### src/rtl/assert_macros.svh
// Assertion helpers for the bar aggregator.
`ifndef ASSERT_MACROS_SVH
`define ASSERT_MACROS_SVH
`ifndef NO_ASSERTIONS
`define CHK_IMPL(label, clk, rst_n, ante, cons) \
    label: assert property (@(posedge clk) disable iff (!rst_n) (ante) |-> (cons)) \
        else $error("check failed");
`define CHK_NEXT(label, clk, rst_n, ante, cons) \
    label: assert property (@(posedge clk) disable iff (!rst_n) (ante) |=> (cons)) \
        else $error("check failed");
`else
`define CHK_IMPL(label, clk, rst_n, ante, cons)
`define CHK_NEXT(label, clk, rst_n, ante, cons)
`endif
`endif

### src/rtl/ohlc_pkg.sv
package ohlc_pkg;
    localparam int NUM_SYMBOLS = 64;
    localparam int SYM_W = 6;
    localparam int ADDR_W = (NUM_SYMBOLS > 1) ? $clog2(NUM_SYMBOLS) : 1;
    localparam logic [48:0] NONE49 = '1;
    localparam logic [31:0] IV_RESET = 32'd60000;

    localparam logic [2:0] ST_NONE   = 3'd0;
    localparam logic [2:0] ST_BAR    = 3'd1;
    localparam logic [2:0] ST_INVAL  = 3'd2;
    localparam logic [2:0] ST_ORDER  = 3'd3;
    localparam logic [2:0] ST_BADBAR = 3'd4;
    localparam logic [2:0] ST_MIXED  = 3'd5;
    localparam logic [2:0] ST_GAP    = 3'd6;

    typedef struct packed {
        logic [47:0] last_seen_time;
        logic        saw_ticks;
        logic        saw_bars;
        logic [48:0] last_bar_end;
        logic [48:0] current_bucket;
        logic        bucket_full;
        logic [47:0] acc_open;
        logic [47:0] acc_high;
        logic [47:0] acc_low;
        logic [47:0] acc_close;
        logic [47:0] acc_mark;
        logic [63:0] acc_volume;
    } t_entry;

    localparam int ENTRY_W = $bits(t_entry);

    function automatic t_entry entry_reset();
        t_entry e;
        e = '0;
        e.last_bar_end = NONE49;
        e.current_bucket = NONE49;
        return e;
    endfunction
endpackage

### src/rtl/ohlc_div.sv
// Restoring divider: 48-bit dividend by 32-bit divisor, one quotient bit a cycle.
module ohlc_div
    import ohlc_pkg::*;
(
    input  logic        i_clk,
    input  logic        i_rst_n,
    input  logic        i_start,
    input  logic [47:0] i_num,
    input  logic [31:0] i_den,
    output logic        o_done,
    output logic [47:0] o_quot,
    output logic [31:0] o_rem
);
    logic [5:0]  r_cnt, n_cnt;
    logic        r_busy, n_busy;
    logic        r_done, n_done;
    logic [47:0] r_q, n_q;
    logic [32:0] r_r, n_r;
    logic [31:0] r_d;
    logic [32:0] w_sh;
    logic [33:0] w_diff;

    always_comb begin
        w_sh   = {r_r[31:0], r_q[47]};
        w_diff = {1'b0, w_sh} - {2'b0, r_d};
        n_cnt  = r_cnt;
        n_busy = r_busy;
        n_done = 1'b0;
        n_q    = r_q;
        n_r    = r_r;
        if (i_start) begin
            n_busy = 1'b1;
            n_cnt  = 6'd0;
            n_q    = i_num;
            n_r    = '0;
        end else if (r_busy) begin
            if (!w_diff[33]) begin
                n_r = w_diff[32:0];
                n_q = {r_q[46:0], 1'b1};
            end else begin
                n_r = w_sh;
                n_q = {r_q[46:0], 1'b0};
            end
            n_cnt = r_cnt + 6'd1;
            if (r_cnt == 6'd47) begin
                n_busy = 1'b0;
                n_done = 1'b1;
            end
        end
    end

    always_ff @(posedge i_clk) begin
        if (!i_rst_n) begin
            r_busy <= 1'b0;
            r_done <= 1'b0;
            r_cnt  <= '0;
        end else begin
            r_busy <= n_busy;
            r_done <= n_done;
            r_cnt  <= n_cnt;
        end
        r_q <= n_q;
        r_r <= n_r;
        if (i_start) r_d <= i_den;
    end

    assign o_done = r_done;
    assign o_quot = r_q;
    assign o_rem  = r_r[31:0];
endmodule

### config.mk
export PLATFORM = sky130hd
export DESIGN_NAME = ohlc_div
export DESIGN_NICKNAME = d
export VERILOG_FILES = /design/src/rtl/assert_macros.svh /design/src/rtl/ohlc_pkg.sv /design/src/rtl/ohlc_div.sv
export SDC_FILE = /design/constraint.sdc
export NUM_CORES = 1
export LEC_CHECK = 0
export BUFFER_PORTS_ARGS = -buffer_cell sky130_fd_sc_hd__buf_4
export CORE_UTILIZATION = 39
export DETAILED_ROUTE_END_ITERATION = 10
export GPL_TIMING_DRIVEN = 0
export PLACE_DENSITY = 0.71
export SYNTH_ARGS = -nofsm -noshare
export SYNTH_HDL_FRONTEND = slang
export SYNTH_SLANG_ARGS = --single-unit
### constraint.sdc
create_clock -name i_clk -period 5.9 [get_ports i_clk]
set_input_delay 0.295 -clock i_clk [delete_from_list [all_inputs] [get_ports i_clk]]
set_output_delay 0.295 -clock i_clk [all_outputs]
set_load 0.01 [all_outputs]
* Yosys cells after proc, flatten, opt, wreduce, memory -nomap -nowiden *
Index checks and enable logic that the tools add are counted.

storage, ports and cells
  register bits = 120
  bits of input ports = 83
  output and inout bits = 81
  word-level logic and storage cells = 22

operators by class
  $add $sub $neg = 2
  equal/unequal tests = 1
  mux-type cells = 8
  bitwise logic cells = 2
  reduce and logical (&&, ||, !) cells = 3

operators by type and width
  kind                 count
  $mux 48              2
  $sub 33x32->34       1
  $mux 32              1
  $add 6x1->6 const B  1
  $eq 6x6->1 const B   1
  $mux 1               5
  $reduce_or 3->1      1
  $not 1->1            2
  $reduce_bool 2->1    1
  $reduce_or 2->1      1

* Logic depth before layout (Yosys ltp) *
Gate-level depths: netlist of the first run.

  word-level depth = 4
  gate-level depth with buffers = 12
  depth with buffers taken out = 12

* Worst setup path before layout of the first run *
No wires, ideal clock.

  path kind = flip-flop to flip-flop
  from = register r_q[47] (netlist: o_quot[47])
  to = register r_r[22]
  data arrival time = 2760 ps
  path slack = 3055 ps
  cell stages (with the launch flop) = 13
  path buffers = 0
  cell sequence = edfxtp_1 -> inv_1 -> ha_1 -> inv_1 -> fa_1 -> a211oi_1 -> nor2_1 -> o31ai_1 -> nand4_1 -> a311oi_1 -> xnor2_1 -> mux2i_1 -> a211oi_1

between the ends
  longest elaborated chain between the ends = 2

RTL lines
  element                 line            RTL
  start, declared         ohlc_div.sv:17  logic [47:0] r_q, n_q;
  start signal, assigned  ohlc_div.sv:62  r_q <= n_q;
  $sub 33x32->34          ohlc_div.sv:25  w_diff = {1'b0, w_sh} - {2'b0, r_d};
  $mux 32                 ohlc_div.sv:37  if (!w_diff[33]) begin
  end signal, assigned    ohlc_div.sv:63  r_r <= n_r;
  end, declared           ohlc_div.sv:18  logic [32:0] r_r, n_r;

Every way passes these cells.
A chain may end at the register's enable or synchronous reset.

* Final worst setup path of the first run *
Ends and elaborated chain as after synthesis.

==> metrics list, run 1 <==
- Outcome: finished clean
* Count of maximum capacitance violations: 0
* Detail-routed via count per cell: 5.25
- Hold path endpoint: r_d[10]
- Based on the critical path, the design can be clocked at up to 0.290 GHz.
- CTS built an H-tree with a depth of 4.
- During I/O placement, the number of pins put on the boundary was 164.
* Total of buffers placed on input and output ports: 163
- Adding up every negative setup slack in the final design gives 0 ns.
- Cells fill 52.9% of the core in the end.
- Fraction of layout cells with a size suffix above 1: 32.9%
- From left edge to right edge, the die measures 133 um.
- Counting flops and latches in the post-synthesis netlist gives 120.
* GP Congestion: 0.905
- Entering global routing, the biggest net connects 34 pins.
- Before antenna repair, the detailed router went through 5 iterations.
* Final wirelength: 17,600 um
* Count of instances resized after the clock tree is built: 0
- Type of origin of the critical path: register
- The highest metal layer carrying signal wires in the routed design is met4.
- Yosys mapped a number of flops with a built-in enable equal to 80.
- Clock skew on the completed layout was measured at 0.00974 ns.
- WL per Instance: 17.1 um
- After synthesis, flip-flops and latches occupy 48.2% of the total area.
- Unrepaired setup endpoints after global routing: no
- Syn-to-layout area delta: 32.1%
* Top_reg_cell synth: edfxtp_1
- In this run the post-CTS setup repair buffer count came out at 0.
- Critical path's slowest cell: a311oi_1
* Number of sinks handled by clock tree synthesis: 120
- The startpoint identified for the worst hold timing path is i_den[10].
- Data on the critical path is required at its endpoint by 6.24 ns.
- After synthesis, the netlist uses 60 different library cells.
- At the end of the flow, the number of nets in the layout was 912.
- In this run the critical register-to-register path is captured at r_r[22].
- P_leak: 3.82 nW
- The filler cells instantiated in the layout total 1,502.
- The final route contains 5,396 vias.
* Normalized max-slew margin: 51.5%
- In the routed design, unresolved DRC markers number 0.
- For this run, the slowest stage of the critical path takes 0.62 ns.
* Antenna cell count: 0
- Detail Route met3 WL: 1530 um
- Die H: 133 um
- Hold violation count in the final report: 0
- Placeable core region: 16,600 um2
- Cts bufs inserted: 17
* TritonCTS clock tree: built
* Area occupied by multi-input gates: 3130 um2
- For this block, the initial DRC count from the detailed router was 300.
* Crit share post-route: 58.4%
* Hold-fix buffer count after cts: 0
- IR analysis of the VDD net gives a maximum drop of 251 uV.
- Path type of the worst min-delay path: primary input to register
- Pin slew with the least headroom to its limit: 0.727 ns
* Vias in the first global route: 5,479
* Clock buffer depth: 2
* CTS root buffer: clkbuf_16
- Summing all flip-flop and latch instances after layout gives 3200 um2.
- The critical path is of the register to register type.
- Clock slew at the register clock pins of the worst setup and hold paths: 0.06 ns
- Most used cells in the layout excluding fill and tap cells: buf_4 (163), edfxtp_1 (80), nor2_1 (54)
- Total power per unit cell area: 306 nW/um2
- Async set or reset register ratio after synthesis: 0%
* Per-instance average area after synthesis: 10.9 um2
- Post-layout minimum cycle time: 3.44 ns
- The first global-routing pass estimated 28,000 um of wire.
* ANT nets after route: 0
- The setup check on the worst reg-to-reg path leaves a slack of 2.46 ns.
- The floorplan has 47 rows.
* Grt total ovfl: 0
- Warnings, synthesis: 0
- Global-route usage over all layers: 20.6%
- The worst register-to-register path has a depth of 12.
- Setup violations remaining at the end of the flow were counted as 0.
- Number of stages on the worst hold path: 1
- Number of max-slew violations in the final report: 0
- Detailed Place HPWL: 13,100 um
* Cell count after synthesis: 612
- The mapped netlist covers 6640 um2.
- Number of antenna violations at the first check in global routing: 0
* Data arrival time of the critical path: 3.79 ns
- CP endpoint kind: register
- The die covers 17,600 um2.
- Of all nets on the critical path, the largest fanout is 4.
- Wire segments on met2 add up to 8480 um in the final route.
- In the final routing, the length of wire on met1 measures 7310 um.
* Effective utilization at floorplan: 40.1%
* Clock insertion delay at the later pin of the skew report: 0.43 ns
- Synth Net Count: 729
- R2R Path Start: o_quot[47]
- Series of cell instances along the critical path: inv_1 > ha_1 > inv_1 > fa_1 > a211oi_1 > nor2_1 > o31ai_1 > nand4_1 > a311oi_1 > xnor2_1 > mux2i_1 > a211oi_1
- Most frequent standard cell in the layout excluding fill and tap cells: buf_4
-- synth_stat cells (all sizes together), types with 2 or more instances --
cell	number	share of area (%)
edfxtp	80	36
nor2	54	3.1
mux2	47	8.0
inv	42	2.4
dfxtp	40	12
nand2	35	2.0
ha	33	6.2
a21oi	26	2.1
a211oi	23	2.7
clkbuf	23	1.3
o21ai	22	1.7
mux2i	19	2.9
xnor2	18	2.4
nand4	17	1.6
xor2	12	1.6
a21o	11	1.2
nand3	11	0.90
nor3	10	0.75
buf	8	0.98
o21a	7	0.79
o31ai	7	0.79
and3	6	0.57
a311oi	5	0.66
a31oi	5	0.47
nor4	5	0.89
o21bai	5	0.57
a32oi	4	0.53
nor3b	4	0.45
nand2b	3	0.28
o211a	3	0.45
o311ai	3	0.40
or2	3	0.28
a2111oi	2	0.36
a221oi	2	0.36
and4	2	0.26
nor2b	2	0.19
o22ai	2	0.19
-- sequential cells by signal, summed over array words and instances (netlist names) --
| name | flops |
|---|---|
| o_quot | 48 |
| r_busy | 1 |
| o_done | 1 |
| r_cnt | 6 |
| r_d | 32 |
| r_r | 32 |
-- power by group --
part           internal (W)  total [W]  leakage [nW]  switching (W)
combinational      0.000262   0.000556          2.40       0.000293
clock              0.000676    0.00110         0.291       0.000423
sequential         0.000981    0.00103          1.12      0.0000517
total               0.00192    0.00269          3.82       0.000768
-- metrics by stage --
stage | power [W] | instance area, um2 | hold WS, ns | instances | worst slack [ns]
global route | 0.00280 | 8780 | 0.0238 | 1028 | 2.22
global placement | 0.00159 | 8140 | 0.474 | 995 | 1.89
CTS | 0.00271 | 8780 | 0.0273 | 1028 | 2.48
detailed placement | 0.00160 | 8170 | 0.474 | 996 | 2.51
floorplan | 0.00138 | 6640 | 0.394 | 612 | 3.05
finish | 0.00269 | 8780 | 0.0429 | 1028 | 2.46
-- kinds of logic (layout without fill, tap and decap cells) --
family | Yosys count | in the layout | share of synthesized area, %
DFF | 120 | 120 | 48.2
xor gates and xnor gates | 30 | 30 | 3.95
and+or+nand+nor | 156 | 156 | 11.7
AOI/OAI and AO/OA | 133 | 133 | 14.2
adders and majority gates | 34 | 34 | 6.52
buffers and inverters | 73 | 269 | 4.65
muxes | 66 | 66 | 10.8
-- routing by layer --
layer,track usage [%],vias up
li1,-,2649
met1,23.9,2511
met2,35.3,213
met3,7.59,23
met4,6.45,0
met5,0,-
-- final cells by class --
type                    count  area share (%)
multi-input cells         419            35.7
repair buffers            164            14.2
well taps                 220            3.14
clock inverters            14            2.11
plain buffers              31            1.72
flip-flops and latches    120            36.5
inverters                  42            1.80
clock buffers              18            4.89
-- how the worst max path moves through the flow --
stage / depth (start not counted) / endpoint / start / slack (ns)
5_1_grt: 12 / r_r[30] / o_quot[47] / 2.22
6_report: 12 / r_r[22] / o_quot[47] / 2.46
4_1_cts: 12 / r_r[22] / o_quot[47] / 2.48
2_1_floorplan: 12 / r_r[22] / o_quot[47] / 3.05
3_5_place_dp: 12 / r_r[22] / o_quot[47] / 2.51
3_3_place_gp: 6 / o_quot[2] / i_start / 1.89
-- critical path, delay by kind of cell (launching register included) --
family	cells	cell delay [ns]
AOI/OAI and AO/OA	4	1.56
and+or+nand+nor	2	0.33
DFF	1	0.42
adders and majority gates	2	0.60
muxes	1	0.10
buffers and inverters	2	0.14
xor gates and xnor gates	1	0.21
No activity file was read; power rests on OpenSTA's default activity.
==> run 2: changes to the inputs <==
ABC_AREA = 1   (was default)
PLACE_DENSITY = 0.73   (was 0.71)
clock period = 3.1 ns   (was 5.9 ns; I/O delays follow)
==> run 2 against run 1 <==
  * Clock skew about the same
  * Wire length grew 29%
  * Via count up 39%
  * Maximum frequency rose by 36%
  * Sequential cell count unchanged
  * Combinational power increased by 15%
  * Sequential share of layout area decreased by 5.6 points
  * Die area rose by 15%
  * Largest power group is now sequential cells
  * Highest routed layer unchanged
  * First-iteration DRC count is 43% higher
  * Synthesized cell count is 74% higher
  * Sequential power rose by 83%
  * Non-clock buffer count increased by 54
==> metrics list, run 2 <==
- The multi-input gate area in the final layout is 3590 um2 (+15%).
- Cts bufs inserted: 17 (unchanged)
* Synth area leaders: edfxtp_1 (31%), nand2_1 (22%), dfxtp_1 (10%)
- The total power of the final layout came to 0.00439 W (+63%).
* Clock slew at the register clock pins of the worst setup and hold paths: 0.07 ns (about the same)
- The leakage component of the power came to 5.44 nW (+42%).
- Pin slew with the least headroom to its limit: 0.868 ns (+0.141 ns)
* DP Cell Count: 1,489 (+49%)
- Flip-flop and latch count after synthesis: 120 (unchanged)
* Worst clock skew: 0.00927 ns (-0.000470 ns)
- Type of origin of the critical path: register
- PnR worst setup slack: 0.569 ns (-1.89 ns)
* CP max FO: 4 (unchanged)
- The half-perimeter wire length after placement is 17,300 um (+32%).
- The flow ran to the end, and the final reports show no timing, DRC or antenna violations.
* Share of total power in sequential cells: 43.1% (+4.7 points)
* Top cell types by occurrence after synthesis: nand2_1 (445), inv_1 (180), nand3_1 (83), edfxtp_1 (80), nor2_1 (44)
* Post-layout minimum cycle time: 2.53 ns (-0.913 ns)
* Count of maximum capacitance violations: 0 (unchanged)
* TritonCTS clock tree: built
- Most frequent standard cell in the layout excluding fill and tap cells: nand2_1
- The total congestion overflow after global routing was 0 (unchanged).
- Data required time at the worst endpoint: 3.41 ns (-2.83 ns)
* Vias: 7,486 (+39%)
- Detail-routed via count per cell: 4.74 (-9.7%)
- The final cycle utilization of the critical path came to 81.7% (+23 points).
- The depth of the worst hold-timing path is 3 (+2).
- Synth Net Count: 1,182 (+62%)
- The largest total area in the synthesized netlist belongs to edfxtp_1.
* IR drop worst, VDD: 371 uV (+48%)
- The post-layout utilization of the core is 54.7% (+1.8 points).
* Critical path start-end classification: register to register
* Horiz. Die Dim: 142 um (+7.3%)
- Path type of the worst min-delay path: primary input to register
- The data arrival at the endpoint of the critical path was 2.84 ns (-0.95 ns).
- The number of different library cells in the post-synthesis netlist came to 43 (-28%).
- CTS root buffer: clkbuf_16
- The total clock sinks came to 120 (unchanged).
- The netlist area before placement is 7660 um2 (+15%).
* # H-tree levels: 4 (unchanged)
- Clock buffer depth: 2 (unchanged)
- Clock insertion delay at the later pin of the skew report: 0.42 ns (about the same)
- The number of fill cells was 1,806 (+20%).
* Most instantiated library cell after synthesis: nand2_1
* F_max: 0.395 GHz (+36%)
- The number of endpoints with negative hold slack in the final report was 0 (unchanged).
- The cell area power density was 423 nW/um2 (+38%).
- The count of placed standard cells in the final layout, fillers left out is 1,580 (+54%).
- The power share of the clock group is 42.2% (+1.3 points).
- Warnings, synthesis: 0 (unchanged)
* Global-route wire length before repair: 36,300 um (+30%)
- Number of antenna violations at the first check in global routing: 0 (unchanged)
- Async set or reset register ratio after synthesis: 0% (unchanged)
- Number of enable flip-flop cells after synthesis: 80 (unchanged)
- The number of nets with antenna violations after detailed routing is 0 (unchanged).
- Effective utilization at floorplan: 40.4% (+0.36 points)
- Top_reg_cell synth: edfxtp_1
- GP Congestion: 0.931 (+3.0%)
* Unrepaired setup endpoints after global routing: no
- Final wirelength: 22,800 um (+29%)
- Final nets: 1,424 (+56%)
- The average routed wire per standard cell is 14.4 um (-16%).
- Fraction of layout cells with a size suffix above 1: 18.8% (-14 points)
- From synthesis to final layout, the design area changed by 35.3%.
- Placeable core region: 19,000 um2 (+14%)
* Die H: 142 um (+7.3%)
- The net switching component of the power came to 0.00122 W (+58%).
* Post CTS Setup Buffer Count: 0 (unchanged)
* Total of buffers placed on input and output ports: 163 (unchanged)
- Net switching fraction of the power: 27.7% (-0.85 points)
- The hold slack came to 0.0134 ns (-0.0294 ns).
* Pin count of the biggest net entering global routing: 39 (+15%)
- Final setup vio count: 0 (unchanged)
- The remaining routing DRC violations was 0 (unchanged).
- The part of the power in combinational logic was 14.6% (-6.1 points).
- Register area share after synthesis: 41.8% (-6.4 points)
- Area of all sequential standard cells: 3200 um2 (unchanged)
* First drt pass iteration count: 7 (+2)
- The setup slack at placement was 0.588 ns (-1.92 ns).
- The share of the synthesized area in the top cell type is 31.4% (-4.8 points).
- FF-to-FF path depth: 16 (+4)
* Global-route usage over all layers: 23.5% (+2.9 points)
- The number of violations reported at the end of detailed-routing iteration 0 came to 428 (+43%).
- Number of flip-flops under the largest register name: 48 (unchanged)
- Antenna cell count: 0 (unchanged)
* Vias in the first global route: 7,174 (+31%)
- Per-instance average area after synthesis: 7.19 um2 (-34%)
- Cell count after synthesis: 1,065 (+74%)
* Boundary Pins: 164 (unchanged)
* Internal power: 0.00317 W (+65%)
* Normalized max-slew margin: 41.9% (-9.6 points)
- Die ar.: 20,200 um2 (+15%)
- Number of max-slew violations in the final report: 0 (unchanged)
* CP endpoint kind: register
- Row count: 50 (+6.4%)
- Leaving out fill and tap cells, the most frequent cells in the layout are nand2_1 (445), inv_1 (180), buf_4 (165).
-- run 2: cell count changes in the layout (fill, tap and decap cells not counted), sizes merged, moves of 10 or more --
cell	before	now
nand2	35	458
inv	50	192
nand3	11	90
dlygate4sd3	0	59
mux2	47	0
a211oi	23	0
mux2i	19	0
a21o	11	0
clkbuf	41	30
nand3b	1	11
xor2	12	2
-- run 2: worst paths after layout --
| path | startpoint | to | slack, ns |
|---|---|---|---|
| worst min register to register | r_r[28] | r_r[28] | 0.49 |
| worst max-delay path | o_quot[47] | r_r[28] | 0.57 |
| worst min-delay path | i_num[10] | o_quot[10] | 0.01 |
| worst max register to register | o_quot[47] | r_r[28] | 0.57 |
-- run 2: cells by family (layout without fill, tap and decap cells) --
| logic type | Yosys count | in the layout | synth area share [%] |
|---|---|---|---|
| AOI/OAI and AO/OA | 46 | 46 | 3.45 |
| xor gates and xnor gates | 14 | 14 | 1.60 |
| adders and majority gates | 34 | 34 | 5.65 |
| buffers and inverters | 212 | 467 | 11.3 |
| DFF | 120 | 120 | 41.8 |
| and+or+nand+nor | 639 | 639 | 36.2 |
-- run 2: critical path: stages (launching register included) --
cell      delay (ns)
edfxtp_1        0.43
inv_1           0.18
ha_1            0.17
inv_1           0.08
fa_1            0.45
nand2_1         0.10
nand3_1         0.08
nand3_1         0.09
nand2_1         0.16
nand2_1         0.10
nand2_1         0.11
nand2_1         0.15
nand2_1         0.07
nand2_1         0.06
nand3_1         0.08
nand2_1         0.07
nand2_1         0.04
-- run 2: power by group through the flow --
stage	combinational [W]	clock, W	sequential (W)
after floorplan	0.000266	0	0.00194
after global routing	0.000708	0.00196	0.00190
after CTS	0.000641	0.00189	0.00189
after global placement	0.000565	0	0.00192
final	0.000642	0.00185	0.00189
after detailed placement	0.000580	0	0.00192
-- run 2: layout make-up --
class	instances	area share, %
timing repair buffer	223	17.7
tap	260	3.14
multi-input combinational	733	34.6
clock buffer	18	4.14
inverter	186	6.73
buffer	26	1.64
sequential	120	30.9
clock inverter	14	1.13
-- run 2: repair_timing --
item / 4_1_cts / 5_1_grt
resized for setup: 0 / 0
hold buffers: 59 / 0
hold endpoints to repair: 59 / 0
-- run 2: routing by layer --
layer  vias to the layer above  global-route usage [%]  part of all wire, %
li1                       3817                       -                    -
met1                      3351                    28.0                   42
met2                       291                    41.3                   49
met3                        27                    6.63                  7.7
met4                         0                    6.40                  1.7
met5                         -                       0                    0
-- run 2: metrics by stage --
step                      cell area, um2  TNS (ns)
after floorplan                     7660         0
after global placement              9210    -41.41
after detailed placement            9230         0
after CTS                          10400         0
after global routing               10400         0
final                              10400         0
